$ cat src/hdl/hpp_pkg.sv
`timescale 1ns / 1ps
`default_nettype none
// ----------------------------------------------------------------------------
// hpp_pkg
// Shared constants and types of the hashed-path perceptron predictor.
// ----------------------------------------------------------------------------
package hpp_pkg;
    localparam int WIDX_BITS   = 14;
    localparam int BIDX_BITS   = 10;
    localparam int PATH_BITS   = 5;
    localparam int HIST_LEN    = 32;
    localparam int POS_BITS    = $clog2(HIST_LEN);
    localparam int SUM_BITS    = 14;
    localparam int ACC_BITS    = 16;
    localparam int THR_BITS    = 13;
    localparam logic [31:0] MUL_ADDR = 32'd511387;
    localparam logic [31:0] MUL_PATH = 32'd660509;
    localparam logic [31:0] MUL_POS  = 32'd1289381;
    localparam logic [THR_BITS-1:0] THR_RESET = 13'd70;
    localparam int WCOUNT = 1 << WIDX_BITS;
    localparam int BCOUNT = 1 << BIDX_BITS;

    typedef struct packed {
        logic load;      // capture item, start clear of accumulator
        logic bias_rd;   // issue bias read
        logic bias_acc;  // add bias read data
        logic hash;      // compute hash for position
        logic w_rd;      // issue weight read at hashed slot
        logic w_acc;     // accumulate weight read data
        logic w_wr;      // write stepped weight back
        logic bias_wr;   // write stepped bias back
        logic decide;    // evaluate train decision
        logic commit;    // update history and path, present result
        logic clr;       // clearing pass write
    } cmd_t;

    typedef struct packed {
        logic clr_done;
        logic cond;
        logic do_train;
    } sts_t;
endpackage
`default_nettype wire

$ cat src/hdl/hpp_ctrl.sv
`timescale 1ns / 1ps
`default_nettype none
// ----------------------------------------------------------------------------
// hpp_ctrl
// Sequencer for the clearing pass, the sum loop and the training loop.
// ----------------------------------------------------------------------------
module hpp_ctrl (
    input  wire logic clk,
    input  wire logic rst_n,
    input  wire logic in_fire,
    input  wire logic out_free,
    output logic in_rdy,
    output logic out_load,
    output hpp_pkg::cmd_t cmd,
    output logic [hpp_pkg::POS_BITS-1:0] pos,
    input  wire hpp_pkg::sts_t sts
);
    typedef enum logic [10:0] {
        S_CLR   = 11'b00000000001,
        S_IDLE  = 11'b00000000010,
        S_BRD   = 11'b00000000100,
        S_BACC  = 11'b00000001000,
        S_HASH  = 11'b00000010000,
        S_SLOT  = 11'b00000100000,
        S_WRD   = 11'b00001000000,
        S_WACC  = 11'b00010000000,
        S_DEC   = 11'b00100000000,
        S_TRN   = 11'b01000000000,
        S_DONE  = 11'b10000000000
    } state_t;

    state_t state_reg, state_next;
    logic [hpp_pkg::POS_BITS-1:0] pos_reg, pos_next;
    logic trn_reg, trn_next;

    assign pos = pos_reg;
    assign in_rdy = (state_reg == S_IDLE);

    always_comb
    begin
        state_next = state_reg;
        pos_next = pos_reg;
        trn_next = trn_reg;
        cmd = '0;
        out_load = 1'b0;
        case (state_reg)
            S_CLR:
            begin
                cmd.clr = 1'b1;
                if (sts.clr_done)
                    state_next = S_IDLE;
            end
            S_IDLE:
                if (in_fire)
                begin
                    cmd.load = 1'b1;
                    pos_next = '0;
                    trn_next = 1'b0;
                    state_next = S_BRD;
                end
            S_BRD:
            begin
                cmd.bias_rd = 1'b1;
                state_next = sts.cond ? S_BACC : S_DONE;
            end
            S_BACC:
            begin
                if (!trn_reg)
                    cmd.bias_acc = 1'b1;
                else
                    cmd.bias_wr = 1'b1;
                state_next = S_HASH;
            end
            S_HASH:
            begin
                cmd.hash = 1'b1;
                state_next = S_SLOT;
            end
            S_SLOT:
                state_next = S_WRD;
            S_WRD:
            begin
                cmd.w_rd = 1'b1;
                state_next = trn_reg ? S_TRN : S_WACC;
            end
            S_WACC:
            begin
                cmd.w_acc = 1'b1;
                pos_next = pos_reg + 1'b1;
                state_next = (&pos_reg) ? S_DEC : S_HASH;
            end
            S_DEC:
            begin
                cmd.decide = 1'b1;
                state_next = S_DONE;
            end
            S_TRN:
            begin
                cmd.w_wr = 1'b1;
                pos_next = pos_reg + 1'b1;
                state_next = (&pos_reg) ? S_DONE : S_HASH;
            end
            S_DONE:
                if (sts.do_train && !trn_reg && sts.cond)
                begin
                    trn_next = 1'b1;
                    pos_next = '0;
                    state_next = S_BRD;
                end
                else if (out_free)
                begin
                    cmd.commit = 1'b1;
                    out_load = 1'b1;
                    state_next = S_IDLE;
                end
            default:
                state_next = S_IDLE;
        endcase
    end

    always_ff @(posedge clk or negedge rst_n)
    begin
        if (!rst_n)
        begin
            state_reg <= S_CLR;
            pos_reg <= '0;
            trn_reg <= 1'b0;
        end
        else
        begin
            state_reg <= state_next;
            pos_reg <= pos_next;
            trn_reg <= trn_next;
        end
    end
endmodule
`default_nettype wire

$ cat config.mk
export PLATFORM = sky130hd
export DESIGN_NAME = hpp_ctrl
export DESIGN_NICKNAME = d
export VERILOG_FILES = /design/src/hdl/hpp_pkg.sv /design/src/hdl/hpp_ctrl.sv
export SDC_FILE = /design/constraint.sdc
export NUM_CORES = 1
export LEC_CHECK = 0
export BUFFER_PORTS_ARGS = -buffer_cell sky130_fd_sc_hd__buf_2
export CAP_MARGIN = 25
export CORE_UTILIZATION = 50
export DETAILED_ROUTE_END_ITERATION = 10
export PLACE_DENSITY = 0.75
export SLEW_MARGIN = 10
export SYNTH_ARGS = -nofsm -noshare
export SYNTH_HDL_FRONTEND = slang
export SYNTH_SLANG_ARGS = --single-unit
$ cat constraint.sdc
create_clock -name clk -period 4.05 [get_ports clk]
set_clock_uncertainty 0.05 [all_clocks]
set_input_delay 0.2025 -clock clk [delete_from_list [all_inputs] [get_ports clk]]
set_output_delay 0.2025 -clock clk [all_outputs]
set_load 0.05 [all_outputs]
Yosys cells after proc, flatten, opt, wreduce, memory -nomap -nowiden
Index checks and enable logic that the tools add are counted.
- word-level logic and storage cells: 60
- bits of input ports: 7
- register bits: 17
- output and inout bits: 18
- mux-type cells: 31
- equal/unequal tests: 15
- add/sub/neg operators: 1
- reductions and logical operators: 10
- operator list (operator ; number):
    $pmux 11 s11 ; 1
    $mux 11 ; 6
    $mux 1 ; 18
    $pmux 5 s3 ; 1
    $eq 11x1->1 const B ; 1
    $eq 11x10->1 const B ; 1
    $eq 11x11->1 const B ; 1
    $eq 11x2->1 const B ; 1
    $eq 11x3->1 const B ; 1
    $eq 11x4->1 const B ; 1
    $eq 11x5->1 const B ; 1
    $eq 11x6->1 const B ; 1
    $eq 11x7->1 const B ; 1
    $eq 11x8->1 const B ; 1
    $eq 11x9->1 const B ; 1
    $mux 10 ; 1
    $mux 5 ; 2
    $mux 9 ; 1
    $reduce_and 3->1 ; 3
    $ne 2x2->1 const B ; 3
    $add 5x1->5 const B ; 1
    $reduce_and 5->1 ; 1
    $ne 3x3->1 const B ; 1
    $reduce_bool 3->1 ; 1
    5 further kinds ; 6

Depth between registers and ports, before layout
Gate-level depths: netlist of the first run.
- word-level depth: 5
- mapped depth: 7
- depth with buffers taken out: 7

Worst setup path before layout of the first run
No wires, ideal clock.
- path type: reg-to-output
- start point: reg state_reg[7]
- end point: out cmd[7] (netlist bit)
- data arrival time: 2.689 ns
- data required time: 3.798 ns
- buffers on the path: 1
- setup slack: 1.109 ns
- cell stages (with the launch flop): 5
- cells stage by stage: dfrtp_1 -> buf_6 -> nor4_4 -> nand2_2 -> nor4b_1
- RTL lines (element ; RTL line ; source):
    start, declared ; hpp_ctrl.sv:32 ; state_t state_reg, state_next;
    start signal, assigned ; hpp_ctrl.sv:131 ; state_reg <= state_next;
    end, declared ; hpp_ctrl.sv:14 ; output hpp_pkg::cmd_t cmd,

==> out/qor.csv, run 1 <==
metric,value,unit
clk_path_buf_depth,2,
outcome,completed,
num_rows,16,
die_h,49.04,um
power_switching,305.0,uW
start_util,0.5470,
max_freq,0.4226,GHz
timing.hold.ws,0.1069,ns
drive_above_1_share,0.2786,
cts-htree-levels,1,
setup_slack,1.684,ns
path_max_fanout,10,
dpl_worst_slack,2.002,ns
whs_path_depth,2,
maxSlewViolCount,0,
worstSkewPairLatency,0.30,ns
ff2ff_path_depth,5,
clock-root-buffer,clkbuf_4,
cts_hold_buf,2,
yosysUniqueCellTypes,44,
hold_path_class,input pin to flop,
drt_iter0_drc,47,
p_comb_frac,0.493,
yosys_warnings,0,
cp-start-kind,flop,
grt_max_degree,18,
rr_startpoint,state_reg[7],
fillers,175,
p_int,335.9,uW
route.met3.wl,61,um
period_needed,2.366,ns
hold_end,state_reg[3],
cts_buffers,3,
post_cts_buffers,0,
rsz0062_at_grt,no,
hpwl,1766,um
arrival,2.11,ns
worstReg2RegEnd,pos[4],
design_area,1265,sq um
syn2layout_area_growth,14.37,%
gp_congestion,0.8440,
seq_power_share,0.356,
cts.sinks,17,
p_clk_frac,0.151,
final_hold_viol_count,0,
synth_cells,117,
io_pins,25,
crit_path_end_kind,output pin,
io_buffers,24,
drtPass1Iterations,4,
min_from,sts[1],
syn-cell-area,1106,sq um
worst_slew_pin_slew,0.5287,ns
wl_met2,1083,um
peakVddDrop,0.2943,mV
die_area,2404,sq um
top_layer,met4,
dpl_cell_area,1215,sq um
leakagePower,0.6078,nW
coreArea,2022,sq um
antenna_found_initial,0,
ys_ff_latch,17,
drtAntennaViolNets,0,
die_x,49.04,um
overflow,0,
cts.repair.resized,0,
critPathKind,flop to output pin,
seqCellArea,426.7,sq um
drt_wl_total,2331,um
setup_viol,0,
syn_area_per_cell,9.454,sq um
synth_fp_nets,126,
clkSlewWorstSetupHoldPaths,0.10,ns
mostFrequentLayoutCells,"buf_2, dfrtp_1, nor2_1, nand2_1, o21ai_0",
grt_first_pass_wirelength,4050,um
vias,933,
maxSlewHeadroom,0.6425,
grt_pass1_vias,872,
cap_viol_max_count,0,
fin_crit_sh,0.5843,
grt_usage,0.2233,
cp.required,3.80,ns
routed_via_density,5.587,
drc_errors,0,
reg2reg_slack,2.19,ns
fin_setup_tns,0,ns
layout_commonest_cell,buf_2,
sw_frac_of_total,0.4759,
power_density,506.6,nW/um^2
m1WireLength,1145,um
fin_nets,150,
cts_tree,done,
n_antenna_cell,0,
post_drt_wl_per_cell,13.96,um
synth_seq_area_share,0.3857,
largest_reg_flops,11,
multi_input_area,611.8,sq um
-- final cells by class --
cell class              count  area share
clock buffers               3     0.01780
flip-flops and latches     17      0.3373
repair buffers             26      0.1108
inverters                   6     0.01780
clock inverters             1    0.005935
multi-input cells          87      0.4837
well taps                  27     0.02671
-- through the flow --
step	std cells	total power [mW]	util
floorplan	117	0.4791	-
global placement	161	0.5386	0.6009
detailed placement	161	0.5430	0.6009
CTS	167	0.6428	0.6256
global route	167	0.6821	0.6256
finish	167	0.6409	0.6256
-- power groups by stage --
stage	registers [mW]	clock network, mW	logic (mW)
3_3_place_gp	0.229	0	0.310
6_report	0.228	0.0968	0.316
3_5_place_dp	0.229	0	0.314
2_1_floorplan	0.251	0	0.228
4_1_cts	0.228	0.0999	0.315
5_1_grt	0.233	0.104	0.345
-- critical path, stage by stage (launching register included) --
cell	delay, ns
dfrtp_1	0.52
nor4_4	0.50
nand2_2	0.16
nor4b_4	0.32
buf_2	0.31
-- cell families after synthesis --
group                      Yosys count  synth area share
and+or+nand+nor                     59            0.3665
AOI/OAI and AO/OA                   21            0.1233
DFF                                 17            0.3857
buffers and inverters               13           0.06107
xor gates and xnor gates             4           0.03168
adders and majority gates            2           0.02262
muxes                                1          0.009050
-- cell usage after synthesis --
library cell / instances / area, sq um
a21oi_1: 2 / 10.01
a22o_1: 2 / 17.52
a31oi_1: 3 / 18.77
a32o_1: 1 / 10.01
and2_1: 4 / 25.02
and2_2: 1 / 7.510
and2_4: 1 / 8.760
and3_1: 2 / 12.51
and4_1: 1 / 8.760
buf_2: 3 / 15.01
buf_4: 2 / 15.01
buf_6: 1 / 11.26
clkbuf_1: 1 / 3.750
dfrtp_1: 16 / 400.4
dfstp_2: 1 / 26.28
ha_1: 2 / 25.02
inv_1: 6 / 22.52
mux2i_1: 1 / 10.01
nand2_1: 8 / 30.03
nand2_2: 1 / 6.260
nand2b_1: 2 / 12.51
nand3_1: 5 / 25.02
nand3_2: 2 / 20.02
nand3b_1: 1 / 7.510
nand4_1: 3 / 18.77
nor2_1: 10 / 37.54
nor2b_1: 2 / 12.51
nor3_1: 4 / 20.02
nor3_4: 1 / 16.27
nor3b_1: 1 / 7.510
nor4_1: 1 / 6.260
nor4_4: 2 / 42.54
nor4b_1: 4 / 35.03
nor4b_2: 1 / 15.01
nor4b_4: 1 / 23.77
o2111ai_1: 1 / 8.760
o211ai_1: 1 / 7.510
o21ai_0: 8 / 40.04
o21bai_1: 1 / 7.510
o221ai_1: 1 / 8.760
o31ai_1: 1 / 7.510
or3_1: 1 / 6.260
xnor2_1: 1 / 8.760
xor2_1: 3 / 26.28
-- worst max-delay path by stage --
stage	startpoint	end	slack, ns
6_report	state_reg[7]	cmd[6]	1.68
5_1_grt	state_reg[7]	cmd[6]	1.56
3_5_place_dp	state_reg[7]	cmd[6]	2.00
3_3_place_gp	state_reg[1]	cmd[1]	2.09
4_1_cts	state_reg[7]	cmd[6]	1.67
2_1_floorplan	state_reg[7]	cmd[7]	1.11
-- layer usage --
layer  up-vias  GRT usage
met5         -          0
met4         0    0.08824
met3         4    0.02804
met2        15     0.3519
met1       444     0.3114
li1        470          -
Note: power is estimated with default switching activity, not from simulation.
==> inputs of run 2 (changes only) <==
--- a/config.mk
+++ b/config.mk
@@ -7,9 +7,10 @@
 export LEC_CHECK = 0
 export BUFFER_PORTS_ARGS = -buffer_cell sky130_fd_sc_hd__buf_2
 export CAP_MARGIN = 25
-export CORE_UTILIZATION = 50
+export CORE_ASPECT_RATIO = 1.75
+export CORE_UTILIZATION = 47
 export DETAILED_ROUTE_END_ITERATION = 10
-export PLACE_DENSITY = 0.75
+export PLACE_DENSITY = 0.74
 export SLEW_MARGIN = 10
 export SYNTH_ARGS = -nofsm -noshare
 export SYNTH_HDL_FRONTEND = slang
==> constraint.sdc (replaced) <==
create_clock -name clk -period 2.1 [get_ports clk]
set_clock_uncertainty 0.05 [all_clocks]
set_input_delay 0.105 -clock clk [delete_from_list [all_inputs] [get_ports clk]]
set_output_delay 0.105 -clock clk [all_outputs]
set_load 0.05 [all_outputs]
==> out/qor.csv, run 2 (synthesis results as in run 1) <==
metric,value,unit
outcome,completed,
overflow,0,
ff2ff_path_depth,5,
coreArea,2147,sq um
seq_power_share,0.312,
io_pins,25,
maxSlewHeadroom,0.7257,
grt_max_degree,18,
grt_first_pass_wirelength,4554,um
clk_path_buf_depth,2,
worstReg2RegEnd,pos[4],
worst_slew_pin_slew,0.4114,ns
arrival,1.90,ns
slowest_stage,dfrtp_2,
worstSkewPairLatency,0.29,ns
num_rows,22,
clock-root-buffer,clkbuf_4,
drc_errors,0,
drt_iter0_drc,28,
maxSlewViolCount,0,
die_h,66.18,um
start_util,0.5152,
final_hold_viol_count,0,
clkSlewWorstSetupHoldPaths,0.11,ns
critical-path-max-stage-delay,0.47,ns
cts-htree-levels,1,
layout_commonest_cell,buf_2,
cts_buffers,3,
reg2reg_slack,0.22,ns
die_x,38.67,um
cp.required,1.95,ns
whs_path_depth,2,
fillers,174,
drive_above_1_share,0.3896,
fin_nets,164,
post_drt_wl_per_cell,16.90,um
syn2layout_area_growth,34.39,%
grt_pass1_vias,991,
cap_viol_max_count,0,
drtPass1Iterations,4,
hpwl,2158,um
cts.sinks,17,
p_int,743.7,uW
routed_via_density,5.921,
p_comb_frac,0.557,
antenna_found_initial,0,
rr_startpoint,state_reg[2],
peakVddDrop,0.7742,mV
path_max_fanout,5,
timing.hold.ws,0.005113,ns
mostFrequentLayoutCells,"buf_2, buf_4, dfrtp_1, nor2_1",
hold_path_class,input pin to flop,
die_area,2559,sq um
largest_reg_flops,11,
period_needed,2.056,ns
setup_slack,0.04399,ns
cts_tree,done,
dpl_worst_slack,0.2475,ns
sw_frac_of_total,0.4716,
utilization,0.6923,
min_from,out_free,
grt_usage,0.2545,
p_clk_frac,0.131,
fin_crit_sh,0.9791,
fin_setup_tns,0,ns
gp_congestion,0.8958,
power_density,946.9,nW/um^2
max_freq,0.4864,GHz
cp_num_buf_inv,3,
critPathKind,flop to output pin,
hold_end,state_reg[10],
cp-start-kind,flop,
crit_family,simple AND/OR/NAND/NOR gates,
power_switching,663.8,uW
drt_wl_total,3008,um
fin_total_pwr,1.408,mW
drtAntennaViolNets,0,
setup_viol,0,
rsz0062_at_grt,yes,
crit_chain,buf_4 -> nor4b_2 -> nand4_1 -> inv_1 -> buf_2,
vias,1054,
leakagePower,0.6887,nW
crit_path_end_kind,output pin,
io_buffers,24,
n_antenna_cell,0,
run 2: changes by cell type in the layout (fill, tap and decap cells not counted), sizes merged:
cell,change
buf,+13
clkbuf,+1
clkinv,+1
clkinvlp,-1
run 2: metal layers:
| layer | part of all wire | track usage | up-vias |
|---|---|---|---|
| met1 | 0.36 | 0.2696 | 522 |
| met2 | 0.60 | 0.4833 | 30 |
| met3 | 0.032 | 0.02357 | 4 |
| met5 | 0 | 0 | - |
| li1 | - | - | 498 |
| met4 | 0.013 | 0.08621 | 0 |
run 2: stage by stage:
step                      area, sq um  std cells
after floorplan                  1131        117
after global placement           1274        163
after detailed placement         1274        163
after CTS                        1331        170
after global routing             1486        178
final                            1486        178
run 2: worst register-to-register path: cells and delay by family (launching register included):
kind / cells / cell delay (ns)
DFF: 1 / 0.47
AOI/OAI and AO/OA: 2 / 0.54
and+or+nand+nor: 3 / 0.73
run 2: worst max-delay path by stage:
stage | startpoint | endpoint | slack (ns) | depth (start not counted)
detailed placement | state_reg[1] | out_load | 0.25 | 5
global placement | state_reg[1] | cmd[1] | 0.29 | 5
finish | state_reg[2] | cmd[10] | 0.04 | 5
global route | state_reg[2] | cmd[2] | -0.05 | 4
floorplan | state_reg[7] | cmd[7] | -0.05 | 4
CTS | state_reg[2] | out_load | -0.006 | 5
run 2: power groups by stage:
stage	registers [mW]	clock network [mW]	logic (mW)
3_5_place_dp	0.440	0	0.641
4_1_cts	0.434	0.186	0.659
6_report	0.439	0.184	0.784
2_1_floorplan	0.484	0	0.450
5_1_grt	0.445	0.208	0.833
3_3_place_gp	0.434	0	0.627
run 2: timing repair:
item                                    4_1_cts  5_1_grt
endpoints found under the hold margin        17        0
buffers inserted                              1        8
hold buffers                                  2        0
resized for setup                             1       28
endpoints found under the setup margin        3       10
pin swaps                                     1        9
run 2: area by class of cell:
class | instances | area (sq um) | share of cell area
clock buffer | 3 | 22.52 | 0.01515
clock inverter | 1 | 5.005 | 0.003367
inverter | 6 | 22.52 | 0.01515
multi-input combinational | 87 | 690.7 | 0.4646
sequential | 17 | 427.9 | 0.2879
tap | 24 | 30.03 | 0.02020
timing repair buffer | 40 | 287.8 | 0.1936
